**src/rtl/tcu_pkg.sv**
```systemverilog
// ----------------------------------------------------------------------------
// tcu_pkg
// shared types, constants and helpers of the 2d transform compose unit
// ----------------------------------------------------------------------------
package tcu_pkg;

   // node table depth, a power of two no smaller than the index fields
   localparam int NODES = 64;
   localparam int IDX_W = $clog2(NODES);

   localparam int CORDIC_STEPS = 16;
   localparam int STEP_W       = $clog2(CORDIC_STEPS);
   localparam logic signed [32:0] CORDIC_X0 = 33'sd652032874;
   localparam logic signed [32:0] TRIG_ONE  = 33'sd1073741824;

   // request types
   localparam logic [1:0] RT_BOTH = 2'd0;
   localparam logic [1:0] RT_POS  = 2'd1;
   localparam logic [1:0] RT_MAT  = 2'd2;

   // what the shared multiplier does with a product
   typedef enum logic [1:0] {
      MK_LOCAL,
      MK_FIRST,
      MK_PAIR,
      MK_POS
   } mac_kind_type;

   typedef struct packed {
      logic signed [31:0] c0x;
      logic signed [31:0] c0y;
      logic signed [31:0] c1x;
      logic signed [31:0] c1y;
      logic signed [31:0] px;
      logic signed [31:0] py;
   } node_type;

   // arctangent steps, 2^20 units per turn
   function automatic logic [19:0] atan_units(input logic [STEP_W-1:0] i);
      logic [19:0] v;
      begin
         case (i)
            4'd0:    v = 20'd131072;
            4'd1:    v = 20'd77376;
            4'd2:    v = 20'd40884;
            4'd3:    v = 20'd20753;
            4'd4:    v = 20'd10417;
            4'd5:    v = 20'd5213;
            4'd6:    v = 20'd2607;
            4'd7:    v = 20'd1304;
            4'd8:    v = 20'd652;
            4'd9:    v = 20'd326;
            4'd10:   v = 20'd163;
            4'd11:   v = 20'd81;
            4'd12:   v = 20'd41;
            4'd13:   v = 20'd20;
            4'd14:   v = 20'd10;
            default: v = 20'd5;
         endcase
         return v;
      end
   endfunction

   function automatic logic signed [31:0] sat32(input logic signed [65:0] v);
      logic signed [31:0] r;
      begin
         if (v > 66'sd2147483647)
            r = 32'sh7fffffff;
         else if (v < -66'sd2147483648)
            r = 32'sh80000000;
         else
            r = v[31:0];
         return r;
      end
   endfunction

endpackage

```
**src/rtl/tcu_mac.sv**
```systemverilog
// ----------------------------------------------------------------------------
// tcu_mac
// shared 32x32 multiplier with pair accumulate, rounding and saturation
// ----------------------------------------------------------------------------
module tcu_mac import tcu_pkg::*; (
   input  logic               clock,
   input  logic               reset,
   input  logic               issue,
   input  mac_kind_type       kind,
   input  logic signed [31:0] a,
   input  logic signed [31:0] b,
   input  logic signed [31:0] addend,
   output logic signed [31:0] res
);

   logic signed [63:0] prod_ff, acc_ff;
   logic signed [31:0] add_ff;
   mac_kind_type       kind_ff;
   logic               vld_ff;

   logic signed [65:0] sum, rnd, pos;
   logic signed [63:0] lv;

   always_comb begin
      sum = 66'(acc_ff) + 66'(prod_ff);
      rnd = (sum + 66'sd32768) >>> 16;
      pos = rnd + 66'(add_ff);
      lv  = (prod_ff + 64'sd2097152) >>> 22;
      case (kind_ff)
         MK_LOCAL: res = lv[31:0];
         MK_PAIR:  res = sat32(rnd);
         MK_POS:   res = sat32(pos);
         default:  res = '0;
      endcase
   end

   always_ff @(posedge clock) begin
      if (reset) begin
         vld_ff <= 1'b0;
      end else begin
         vld_ff <= issue;
      end
      if (issue) begin
         prod_ff <= a * b;
         kind_ff <= kind;
         add_ff  <= addend;
      end
      if (vld_ff && kind_ff == MK_FIRST) begin
         acc_ff <= prod_ff;
      end
   end

endmodule

```
**config.mk**
```make
export PLATFORM = sky130hd
export DESIGN_NAME = tcu_mac
export DESIGN_NICKNAME = d
export VERILOG_FILES = /design/src/rtl/tcu_pkg.sv /design/src/rtl/tcu_mac.sv
export SDC_FILE = /design/constraint.sdc
export NUM_CORES = 2
export LEC_CHECK = 0
export ABC_AREA = 1
export BUFFER_PORTS_ARGS = -buffer_cell sky130_fd_sc_hd__buf_4
export CAP_MARGIN = 20
export CORE_MARGIN = 5
export CORE_UTILIZATION = 40
export DETAILED_ROUTE_END_ITERATION = 8
export PLACE_DENSITY = 0.57
export SYNTH_ARGS = -nofsm -noshare
export SYNTH_HDL_FRONTEND = slang
export SYNTH_SLANG_ARGS = --single-unit
```
**constraint.sdc**
```tcl
create_clock -name clock -period 11.3 [get_ports clock]
set_input_delay 1.695 -clock clock [delete_from_list [all_inputs] [get_ports clock]]
set_output_delay 1.695 -clock clock [all_outputs]
set_load 0.05 [all_outputs]
```
# After elaboration in Yosys (flattened, before gate mapping)
# Index checks and enable logic that the tools add are counted.
# totals
register_bits,163
wordCells,24
romBits,0
memories,0
latch_bits,0
ram_bits,0
# classes
div,0
n_addsub,4
bitwise,0
n_mux,5
multipliers,1
shifts,0
n_reduce_logical,2
order_cmp,4
n_eq_ne,3
# op_table
cell,n
32-bit two-way mux,4
32-bit case mux with 3 select lines,1
"65-bit by 17-bit adder with 66-bit output, second input constant",1
64-bit by 64-bit adder with 65-bit output,1
32-bit by 32-bit multiplier with 64-bit output,1
"54-bit by 23-bit adder with 54-bit output, second input constant",1
50-bit by 32-bit adder with 51-bit output,1
"51-bit by 32-bit greater-than comparator with 1-bit output, second input constant",1
"51-bit by 32-bit less-than comparator with 1-bit output, second input constant",1
"50-bit by 32-bit greater-than comparator with 1-bit output, second input constant",1
"50-bit by 32-bit less-than comparator with 1-bit output, second input constant",1
"2-bit == test, second input constant",2
"2-bit by 1-bit == test with 1-bit output, second input constant",1
2-bit logical NOT,1
1-bit logical AND,1

# Depth between registers and ports, before layout
# logic_depth
depth_word,7
mapped_depth,42
mapped_depth_nobuf,41

# Least setup slack after synthesis
# No wires, ideal clock.
# synth_timing
kind,input-to-reg
from,input port a[31]
to,"register prod_ff[59], data pin"
setup_time_ps,252
path_slack_ps,2468
cell_stages,34
required_ps,11048
t_arrival_ps,8579
cell_sequence,clkbuf_1 > nand2_1 > inv_1 > fa_1 > inv_1 > fa_1 > inv_1 > fa_1 > inv_1 > fa_1 > inv_1 > fa_1 > inv_1 > fa_1 > inv_1 > fa_1 > inv_1 > fa_1 > inv_1 > ha_1 > nand2_1 > nor2_1 > inv_1 > nor2_1 > and3_1 > nand3_1 > nand3_1 > nand2_1 > o211ai_1 > a21oi_1 > o21ai_0 > nand2_1 > nand3_1 > nand2_1
# synth_via
elab_chain_len,1
# synth_lines
item,line_no,rtl
"start, declared",tcu_mac.sv:10,"input logic signed [31:0] a,"
32-bit by 32-bit multiplier with 64-bit output,tcu_mac.sv:44,prod_ff <= a * b;
"end signal, assigned",tcu_mac.sv:44,
"end, declared",tcu_mac.sv:16,"logic signed [63:0] prod_ff, acc_ff;"
# Every way passes these cells.
# A chain may end at the register's enable or synchronous reset.

# Final worst setup path
# layout_timing
from,input port b[2]
to,"register prod_ff[58], data pin"
# layout_via
elab_chain_len,1
# layout_lines
item,line_no,rtl
"start, declared",tcu_mac.sv:11,"input logic signed [31:0] b,"
32-bit by 32-bit multiplier with 64-bit output,tcu_mac.sv:44,
# Every way passes these cells.

==> summary.md <==
| Metric | Value |
|---|---|
| Status | `finished, final reports clean` |
| Most common cell after layout, fill and taps aside | `nand2_1` |
| Reg2reg start | `kind_ff[1]$_DFFE_PP_` |
| Pin count of the biggest net entering global routing | `65` |
| Die ar. | `between 0.1 and 0.15 mm2` |
| Post_cts resized | `0` |
| DRC | `0` |
| Width of the die | `approximately 380 um` |
| Total CTS buffers | `17` |
| DRT iter0 DRCs | `3028` |
| RD Place Congestion | `0.963` |
| Vias in the first global route | `between 40000 and 50000` |
| Met2 GRT Util | `41.5%` |
| IO buf count | `132` |
| Max-cap check violation count | `0` |
| CTS tree | `yes` |
| Core Area | `about 0.14 mm2` |
| Max_slew headroom | `36.0%` |
| Worst skew pair latency | `0.48 ns` |
| CP startpoint kind | `input pin` |
| Hold Fails Final Rpt | `0` |
| DRT Pass-1 Iters | `7` |
| Hold Buf Count CTS | `0` |
| Vias per cell | `4.98` |
| Final Cycle Share | `84.8%` |
| Critical Path RT | `11.52 ns` |
| Worst-path clk slew | `0.07 ns` |
| Initial antenna violation count | `0` |
| Vias | `44700` |
| TNS Setup | `0 ns` |
| M3 GR Usage | `between 3 and 4%` |
| Sequential fraction of the synthesis area | `8.95%` |
| CP Data Arrival Time | `9.80 ns` |
| Post-CTS Setup Repair Bufs | `0` |
| CP Class | `in -> reg` |
| Clk sink count | `163` |
| Syn nets | `8759` |
| Cell area after synthesis | `0.0545 mm2` |
| Worst Max-Slew Pin Slew | `between 0.9 and 1 ns` |
| Global route overflow | `0` |
| P&R area growth vs syn | `5.48%` |
| Worst Skew | `0.0159 ns` |
| Final Slew Violations | `0` |
| Cell Rows | `135` |
| Avg Inst Size Synth | `about 7.6 um2` |
| Final HPWL DP | `about 140000 um` |
| First-pass GRT wire length | `273000 um` |
| Post-synth cell types | `55` |
| Antenna Cells | `0` |
| Synthesis Warnings | `0` |
| Root buffer cell | `clkbuf_16` |
| HP Class | `reg -> reg` |
| Synthesized instance count | `7214` |
| Worst-path maximum fanout | `32` |
| Crit path from | `b[2]` |
| Met1 Use GR | `between 30% and 40%` |
| DRT Wirelength | `173000 um` |
| Num ports | `133` |
| Peak Freq | `104 MHz` |
| Slowest CP cell | `fa_1` |
| Main synth FF type | `edfxtp_1` |
| Cell repeated most along the worst path | `inv_1` |
| Fin crit period | `9.59 ns` |
| HP Start | `prod_ff[15]$_DFFE_PP_` |
| Post-synth EDFFs | `~160` |
| Asr flop ratio synth | `0%` |
| Starting density of the core | `roughly 40%` |
| Clock buffer depth | `2` |
| Share of cells above drive strength 1 | `slightly below 4%` |
| GRT Util Overall | `between 20 and 25%` |
| Max incr delay on CP | `0.64 ns` |
| Antenna Nets Post-Route | `0` |
| Nets | `between 8000 and 9000` |
| RSZ-0062 raised after global routing | `no` |
| Gr busiest metal | `met2` |
| Yosys reg bits | `163` |
| CP endpoint kind | `flop` |
| WL/cell | `19.3 um` |
| Most frequent cells in the layout | `nand2_1, inv_1, fa_1` |
| H-tree depth | `4` |
| Setup Viol. Count Final | `0` |
| Die span in y | `roughly 380 um` |
[cell families (layout without fill, tap and decap cells)]
kind of cell	count (synthesis)	after routing	synth area share, %
adder cells (fa/ha/maj)	1444	1444	48.0
AO/OA/AOI/OAI	385	385	3.99
AND/OR/NAND/NOR	2875	2875	21.4
flip-flops	163	163	8.95
buffers and inverters	2212	2178	15.5
XOR/XNOR	135	135	2.18
[worst max-delay path, delay by kind of cell]
family / cells / cell delay, ns
adder cells (fa/ha/maj): 9 / 4.65
AND/OR/NAND/NOR: 6 / 1.29
buffers and inverters: 11 / 1.15
AO/OA/AOI/OAI: 3 / 0.83
XOR/XNOR: 1 / 0.15
[per-stage QoR]
stage | setup slack (ns) | area, um2 | cells | hold WS [ns] | utilization [%]
global placement | 1.27 | 56900 | 8929 | 0.439 | 42.0
detailed placement | 1.19 | 56900 | 8929 | 0.446 | 42.0
global route | 1.25 | 57500 | 8961 | 0.476 | 42.5
floorplan | 2.47 | 54500 | 7214 | 0.426 | -
CTS | 1.69 | 57500 | 8961 | 0.461 | 42.5
finish | 1.71 | 57500 | 8961 | 0.454 | 42.5
[flip-flops by register name, indices dropped and copies added (netlist names)]
| name | cells |
|---|---|
| acc_ff | 64 |
| add_ff | 32 |
| kind_ff | 2 |
| prod_ff | 64 |
| vld_ff | 1 |
[path summary, 6_finish.rpt]
kind	to	slack [ns]	cells past startpoint
min	acc_ff[15]$_DFFE_PP_	0.45	0
max	prod_ff[58]$_DFFE_PP_	1.71	30
min reg2reg	acc_ff[15]$_DFFE_PP_	0.45	0
max reg2reg	acc_ff[8]$_DFFE_PP_	9.44	3
[final cells by class]
cell class | instances | area (um2)
multi-input combinational | 4839 | 41200
timing repair buffer | 146 | 1100
clock buffer | 18 | 429
tap | 1781 | 2230
clock inverter | 14 | 168
inverter | 2000 | 7510
sequential | 163 | 4880
fill | 14100 | 77900
[layer usage]
metal | up-vias | share of wire [%]
met5 | - | 0
met4 | 0 | 4.0
met3 | 318 | 6.6
met2 | 1544 | 46
met1 | 22000 | 43
li1 | 20800 | -
[cell usage after synthesis, types with 44 or more instances]
cell type | count | area share, %
nand2_1 | 2204 | 15
inv_1 | 1993 | 14
fa_1 | 1083 | 40
ha_1 | 361 | 8.3
nor2_1 | 316 | 2.2
clkbuf_1 | 192 | 1.3
a21oi_1 | 189 | 1.7
edfxtp_1 | 162 | 8.9
nand3_1 | 127 | 1.2
xor2_1 | 84 | 1.3
o21ai_0 | 82 | 0.75
xnor2_1 | 50 | 0.80
nand4_1 | 44 | 0.50
nor3_1 | 44 | 0.40
Power is left out: the tool's default activity adds up to more than one toggle a clock period on the data nets, which glitch-free logic cannot reach.
