==> src/rtl/tcu_pkg.sv <==
// ----------------------------------------------------------------------------
// tcu_pkg
// shared types, constants and helpers of the 2d transform compose unit
// ----------------------------------------------------------------------------
package tcu_pkg;

   // node table depth, a power of two no smaller than the index fields
   localparam int NODES = 64;
   localparam int IDX_W = $clog2(NODES);

   localparam int CORDIC_STEPS = 16;
   localparam int STEP_W       = $clog2(CORDIC_STEPS);
   localparam logic signed [32:0] CORDIC_X0 = 33'sd652032874;
   localparam logic signed [32:0] TRIG_ONE  = 33'sd1073741824;

   // request types
   localparam logic [1:0] RT_BOTH = 2'd0;
   localparam logic [1:0] RT_POS  = 2'd1;
   localparam logic [1:0] RT_MAT  = 2'd2;

   // what the shared multiplier does with a product
   typedef enum logic [1:0] {
      MK_LOCAL,
      MK_FIRST,
      MK_PAIR,
      MK_POS
   } mac_kind_type;

   typedef struct packed {
      logic signed [31:0] c0x;
      logic signed [31:0] c0y;
      logic signed [31:0] c1x;
      logic signed [31:0] c1y;
      logic signed [31:0] px;
      logic signed [31:0] py;
   } node_type;

   // arctangent steps, 2^20 units per turn
   function automatic logic [19:0] atan_units(input logic [STEP_W-1:0] i);
      logic [19:0] v;
      begin
         case (i)
            4'd0:    v = 20'd131072;
            4'd1:    v = 20'd77376;
            4'd2:    v = 20'd40884;
            4'd3:    v = 20'd20753;
            4'd4:    v = 20'd10417;
            4'd5:    v = 20'd5213;
            4'd6:    v = 20'd2607;
            4'd7:    v = 20'd1304;
            4'd8:    v = 20'd652;
            4'd9:    v = 20'd326;
            4'd10:   v = 20'd163;
            4'd11:   v = 20'd81;
            4'd12:   v = 20'd41;
            4'd13:   v = 20'd20;
            4'd14:   v = 20'd10;
            default: v = 20'd5;
         endcase
         return v;
      end
   endfunction

   function automatic logic signed [31:0] sat32(input logic signed [65:0] v);
      logic signed [31:0] r;
      begin
         if (v > 66'sd2147483647)
            r = 32'sh7fffffff;
         else if (v < -66'sd2147483648)
            r = 32'sh80000000;
         else
            r = v[31:0];
         return r;
      end
   endfunction

endpackage

==> src/rtl/tcu_cordic.sv <==
// ----------------------------------------------------------------------------
// tcu_cordic
// iterative sine/cosine, one rotation step per cycle, q1.30 results
// ----------------------------------------------------------------------------
module tcu_cordic import tcu_pkg::*; (
   input  logic               clock,
   input  logic               reset,
   input  logic               start,
   input  logic [15:0]        angle,
   output logic               done,
   output logic signed [31:0] cos_out,
   output logic signed [31:0] sin_out
);

   logic                busy_ff, fin_ff, done_ff;
   logic [STEP_W-1:0]   step_ff;
   logic signed [32:0]  x_ff, y_ff;
   logic signed [20:0]  z_ff;
   logic [1:0]          quad_ff;
   logic signed [31:0]  cos_ff, sin_ff;

   logic signed [32:0]  dx, dy, xc, yc;
   logic signed [20:0]  at;
   logic signed [31:0]  cx, cy;

   always_comb begin
      dx = y_ff >>> step_ff;
      dy = x_ff >>> step_ff;
      at = $signed({1'b0, atan_units(step_ff)});
      // clamp to +-1.0
      if (x_ff > TRIG_ONE)       xc = TRIG_ONE;
      else if (x_ff < -TRIG_ONE) xc = -TRIG_ONE;
      else                       xc = x_ff;
      if (y_ff > TRIG_ONE)       yc = TRIG_ONE;
      else if (y_ff < -TRIG_ONE) yc = -TRIG_ONE;
      else                       yc = y_ff;
      cx = xc[31:0];
      cy = yc[31:0];
   end

   always_ff @(posedge clock) begin
      if (reset) begin
         busy_ff <= 1'b0;
         fin_ff  <= 1'b0;
         done_ff <= 1'b0;
      end else begin
         busy_ff <= start | (busy_ff & (step_ff != STEP_W'(CORDIC_STEPS - 1)));
         fin_ff  <= busy_ff & (step_ff == STEP_W'(CORDIC_STEPS - 1));
         done_ff <= fin_ff;
      end
      if (start) begin
         step_ff <= '0;
         x_ff    <= CORDIC_X0;
         y_ff    <= '0;
         z_ff    <= $signed({3'b000, angle[13:0], 4'b0000});
         quad_ff <= angle[15:14];
      end else if (busy_ff) begin
         step_ff <= step_ff + 1'b1;
         if (!z_ff[20]) begin
            x_ff <= x_ff - dx;
            y_ff <= y_ff + dy;
            z_ff <= z_ff - at;
         end else begin
            x_ff <= x_ff + dx;
            y_ff <= y_ff - dy;
            z_ff <= z_ff + at;
         end
      end
      if (fin_ff) begin
         // quadrant fold is exact
         case (quad_ff)
            2'd0: begin cos_ff <= cx;  sin_ff <= cy;  end
            2'd1: begin cos_ff <= -cy; sin_ff <= cx;  end
            2'd2: begin cos_ff <= -cx; sin_ff <= -cy; end
            default: begin cos_ff <= cy; sin_ff <= -cx; end
         endcase
      end
   end

   assign done    = done_ff;
   assign cos_out = cos_ff;
   assign sin_out = sin_ff;

endmodule

==> config.mk <==
export PLATFORM = sky130hd
export DESIGN_NAME = tcu_cordic
export DESIGN_NICKNAME = d
export VERILOG_FILES = /design/src/rtl/tcu_pkg.sv /design/src/rtl/tcu_cordic.sv
export SDC_FILE = /design/constraint.sdc
export NUM_CORES = 1
export LEC_CHECK = 0
export ABC_AREA = 1
export BUFFER_PORTS_ARGS = -buffer_cell sky130_fd_sc_hd__buf_2
export CORE_UTILIZATION = 25
export CTS_CLUSTER_DIAMETER = 60
export DETAILED_ROUTE_END_ITERATION = 6
export GPL_TIMING_DRIVEN = 0
export HOLD_SLACK_MARGIN = 0.02
export PLACE_DENSITY_LB_ADDON = 0.08
export SLEW_MARGIN = 20
export SYNTH_ARGS = -nofsm -noshare
export SYNTH_HDL_FRONTEND = slang
export SYNTH_SLANG_ARGS = --single-unit
==> constraint.sdc <==
create_clock -name clock -period 6.6 [get_ports clock]
set_clock_uncertainty 0.2 [all_clocks]
set_input_delay 0.33 -clock clock [delete_from_list [all_inputs] [get_ports clock]]
set_output_delay 0.33 -clock clock [all_outputs]
set_load 0.02 [all_outputs]
**Word level (Yosys, flattened, before mapping)**

Memory sizes are Yosys's and may differ from the RTL's. A register that Yosys moved wholly into a read port is not among the register bits.
Cells that the tools add are included.

- Add/subtract/negate cells: 9
- Order comparisons: 4
- Eq/ne operators: 4
- Shift-type cells: 2
- Multiplexer cells: 13
- Bitwise logic cells: 3
- Reduce and logical (&&, ||, !) cells: 2

Operator list:

| operator | count |
|---|---|
| $pmux 32 s3 | 2 |
| $mux 32 | 4 |
| $add 33x33->33 | 2 |
| $gt 33x32->1 const B | 2 |
| $lt 33x31->1 const B | 2 |
| $mux 33 | 2 |
| $sshr 33x4->33 | 2 |
| $sub 33x33->33 | 2 |
| $neg 32->32 | 2 |
| $mux 18 | 2 |
| $add 21x21->21 | 1 |
| $mux 21 | 1 |
| $sub 21x21->21 | 1 |
| $mux 4 | 2 |
| $add 4x1->4 const B | 1 |
| $eq 4x4->1 const B | 1 |
| $ne 4x4->1 const B | 1 |
| $and 1x1->1 | 2 |
| $eq 2x1->1 const B | 1 |
| $eq 2x2->1 const B | 1 |
| $logic_not 2->1 | 1 |
| $reduce_bool 2->1 | 1 |
| $or 1x1->1 | 1 |

- Bits in registers: 160
- Memory bits (read-only): 288
- Input bits: 19
- Output and inout bits: 65
- Word-level logic and storage cells: 49
- Memories kept: 1

Memories:

| memory | depth | bits a word | rd ports | clocked after memory_dff | write ports | line | text |
|---|---|---|---|---|---|---|---|
| (name not given) | 16 | 18 | 1 | 1 | 0 | tcu_pkg.sv:42 | `case (i)` |

**Depth between registers and ports, before layout**

- Depth after elaboration: 5
- Gate-level depth with buffers: 32
- Depth with buffers taken out: 30

**Worst setup path before layout**

Ideal clock, no wire load.

- Kind: register to register
- From: reg step_ff[0]
- To: reg x_ff[28]
- Library setup time: 0.128 ns
- Arrival time: 3.760 ns
- Required time: 6.272 ns
- Slack: 2.512 ns
- Stages on the path, launching flop included: 27
- Buffers on the path: 2
- Period minus slack after synthesis: 4.088 ns
- Cell sequence: dfxtp_1 > buf_6 > inv_4 > buf_6 > nand2_2 > nand3_1 > nand3_1 > nand2_1 > o21a_1 > inv_1 > ha_1 > nand2_1 > nor2_2 > nand2_2 > o31ai_1 > nand2_1 > xor2_1 > inv_1 > ha_1 > nand2_1 > or4_1 > o21ai_1 > nand2_1 > o21ai_1 > nand2_1 > a21oi_1 > o22ai_1

- Word-level cells in the longest chain between the ends: 3
- Elaborated cells between the ends (all ways): 4
- Those cells by class: add/sub (2); shift (1); mux (1)

Ends and longest elaborated chain:

| element | line | text |
|---|---|---|
| start, declared | tcu_cordic.sv:16 | `logic [STEP_W-1:0] step_ff;` |
| start signal, assigned | tcu_cordic.sv:58 | `step_ff <= step_ff + 1'b1;` |
| $sshr 33x4->33 (*) | tcu_cordic.sv:27 | `dx = y_ff >>> step_ff;` |
| $sub 33x33->33 or $add 33x33->33 (tied branches) | tcu_cordic.sv:60, tcu_cordic.sv:64 |  |
| $mux 33 (*) | tcu_cordic.sv:59 | `if (!z_ff[20]) begin` |
| end signal, assigned | tcu_cordic.sv:60 | `x_ff <= x_ff - dx;` |
| end signal, assigned | tcu_cordic.sv:64 | `x_ff <= x_ff + dx;` |
| end, declared | tcu_cordic.sv:17 | `logic signed [32:0] x_ff, y_ff;` |

Mark *: on every way between the ends. The rest lies on a longest branch, timed or not.
A chain may end at the register's enable or synchronous reset.

**Final worst setup path**

Same ends and word-level chain as after synthesis.

==> results.toml <==
[logic_synthesis]
syn_area_um2 = 19400
syn-num-nets = 3162
async_reset_ff_share_pct = 0
yosysSeqAreaShare_pct = 22.5
postSynthAreaPerCell_um2 = 6.39
synth_edf_count = 80
syn_inst = 3043
synthFlopType = "dfxtp_1"
ys_ff_latch = 178
ys_types = 65
ys.warnings.count = 0

[setup_path]
worst-r2r-setup-slack_ns = 1.25
cp.required_ns = 6.77
worstSetupStartpoint = "step_ff[0]$_SDFFE_PP0P_"
critPathMaxFanout = 10
rr_startpoint = "step_ff[0]$_SDFFE_PP0P_"
cp-endpoint = "x_ff[28]$_SDFFE_PP0P_"
reg2regPathDepth = 23
crit_chain = "buf_6 > buf_2 > o21ai_0 > o211ai_1 > nand3_1 > nand2_1 > ha_1 > nand2_1 > nor2_2 > nand2_2 > o31ai_1 > nand2_1 > xor2_1 > inv_1 > ha_1 > nand2_1 > or4_1 > o21ai_1 > nand2_1 > o21ai_1 > nand2_1 > a21oi_1 > o22ai_1"
slowest_delay_ns = 0.41
cpMostUsedCell = "nand2_1"
regToRegEndpoint = "x_ff[28]$_SDFFE_PP0P_"
critPathKind = "reg -> reg"
cp-start-kind = "flop"
cpMaxStageDelayCell = "or4_1"
end_kind = "flop"
critPathArrivalTime_ns = 5.52

[clock_tree]
clockBufferDepth = 2
clk_latency_ns = 0.52
path_clk_slew_ns = 0.09
clock-sinks = 178
ctsRootBufferMaster = "clkbuf_16"
cts_tree = "built"
cts_buffers = 17
post_cts_buffers = 0
cts_max_level = 4

[placed_design]
dp.cells = 4157
place_congestion = 0.999
dp_hpwl_um = 84600
port_buffers = 83
dpl_worst_slack_ns = 1.26

[sta]
fmax_ghz = 0.187
relSlewSlack_pct = 18.0
finalSetupTns_ns = 0
setup_ws_ns = 1.25
setup_violations = 0
final-hold-violation-count = 0
finalMaxSlewViolations = 0
rsz0062_at_grt = "no"
period_share_pct = 81.0
finalCriticalPeriod_ns = 5.35
worst_pin_slew_ns = 1.22

[cells_and_area]
most-common-layout-cells = "nand2_1 (814), nand3_1 (453), inv_1 (287)"
final_common_cell = "nand2_1"
drive_gt1_share_pct = 8.59
area_growth_pct = 13.1
final_nets = 3283
final_cells = 4208
nFillCells = 8535

[global_routing]
grt_pass1_vias = 21783
grt_pass1_wl_um = 148000
grt_remaining_overflow = 0
grt_start_max_net_pins = 61
gr-usage-all-layers_pct = 26.0
antenna_found_initial = 0

[pwr]
p_per_area_nw_per_um2 = 593
ir_drop_mv = 0.209
p_leak_uw = 0.00998

[route]
vias = 22186
drtAntennaViolNets = 0
drc = 0
detail_route.vias_per_cell = 5.27
wire_per_inst_um = 24.5
detailedRoute.firstPassIterationCount = 6
wl_um = 103000
drt_iter0_markers = 1806

[job]
drv_cap = 0

[die]
io_pins = 84
die_w_um = 281
core_um2 = 76500
rows = 101
die_h_um = 281
start_util_pct = 25.4
die_area_um2 = 78900

[worst_hold_path]
hold_depth = 2
holdCritPathClass = "reg -> reg"

[status]
status = "complete, no violations"
==> logic make-up after synthesis <==
logic type	count (synthesis)	share of synthesized area [%]
XOR/XNOR	142	6.40
AND/OR/NAND/NOR	1698	38.8
adder cells (fa/ha/maj)	100	6.55
buffers and inverters	438	10.3
flip-flops	178	22.5
AO/OA/AOI/OAI	487	15.5
==> worst max-delay path: cells and delay by family (launching register included) <==
family | cells | cell delay (ns)
flops | 1 | 0.37
xor+xnor | 1 | 0.18
fa+ha+maj | 2 | 0.57
simple gates | 10 | 1.64
buf+inv | 3 | 0.65
compound gates | 7 | 1.60
==> layout make-up <==
cell class	instances	area, um2	share of cell area [%]
Sequential cell	178	4370	19.9
Timing Repair Buffer	102	623	2.83
Tap cell	1030	1290	5.86
Multi-Input combinational cell	2427	13100	59.5
Antenna cell	1	2.50	0.0114
Buffer	131	837	3.81
Clock buffer	18	439	2.00
Clock inverter	14	186	0.848
Inverter	307	1160	5.28
==> cell usage after synthesis, drive strengths merged (2+ instances only) <==
cell | instances | area [um2]
nand3b | 9 | 67.6
o22ai | 44 | 275
nand3 | 464 | 2380
or2 | 13 | 83.8
fa | 3 | 60.1
a221oi | 8 | 70.1
xor2 | 90 | 788
o2111ai | 20 | 175
nor2 | 235 | 946
nand2 | 835 | 3190
a21oi | 122 | 618
a211oi | 4 | 30.0
edfxtp | 80 | 2400
a21boi | 7 | 52.6
a32o | 3 | 30.0
o21bai | 3 | 22.5
nand4 | 69 | 438
and2 | 3 | 18.8
o221ai | 9 | 78.8
xnor2 | 52 | 455
a21o | 16 | 120
dfxtp | 98 | 1960
clkinv | 5 | 18.8
buf | 55 | 438
o31ai | 14 | 105
a2111oi | 2 | 17.5
o21a | 5 | 37.5
a22o | 2 | 17.5
o211ai | 62 | 465
inv | 302 | 1140
nor4 | 7 | 43.8
nor3 | 60 | 358
clkbuf | 76 | 395
o21ai | 137 | 712
a22oi | 3 | 22.5
ha | 97 | 1210
a31oi | 23 | 144
==> power by group <==
group          internal (uW)  switching (uW)
logic                   3070            6750
clock network            559             608
registers               1430             608
total                   5070            7960
==> sequential cells by signal (all words and copies together) (netlist names) <==
| signal | cells |
|---|---|
| z_ff | 21 |
| at | 18 |
| busy_ff | 1 |
| fin_ff | 1 |
| y_ff | 33 |
| done | 1 |
| sin_out | 32 |
| x_ff | 33 |
| step_ff | 4 |
| cos_out | 32 |
| quad_ff | 2 |
==> per-stage QoR <==
step	hold slack, ns	power, uW	utilization [%]	area (um2)
floorplan	0.202	8460	-	19400
global placement	0.253	11700	27.7	21100
detailed placement	0.267	11700	27.7	21200
CTS	0.287	13000	28.8	22000
global route	0.321	14100	28.8	22000
finish	0.283	13000	28.8	22000
==> worst min path at each step <==
stage,start,to
2_1_floorplan,reset,fin_ff$_SDFF_PP0_
3_3_place_gp,z_ff[18]$_SDFFE_PP0P_,z_ff[18]$_SDFFE_PP0P_
3_5_place_dp,z_ff[3]$_SDFFE_PP0P_,z_ff[3]$_SDFFE_PP0P_
4_1_cts,z_ff[2]$_SDFFE_PP0P_,z_ff[2]$_SDFFE_PP0P_
5_1_grt,angle[15],quad_ff[1]$_DFFE_PP_
6_report,z_ff[3]$_SDFFE_PP0P_,z_ff[3]$_SDFFE_PP0P_
==> routing by layer <==
metal  global-route usage, %  vias to the layer above  routed length, um
met2                    45.2                      713              49500
li1                        -                    10645                  -
met1                    32.5                    10693              45500
met5                       0                        -                  0
met3                    2.52                      135               4030
met4                    11.1                        0               4030
==> what timing repair did <==
action                                 in CTS  in global routing
endpoints found under the hold margin      21                  0
hold buffers                               18                  0
resized for setup                           0                  0
Power figures use the tool's default switching activity.
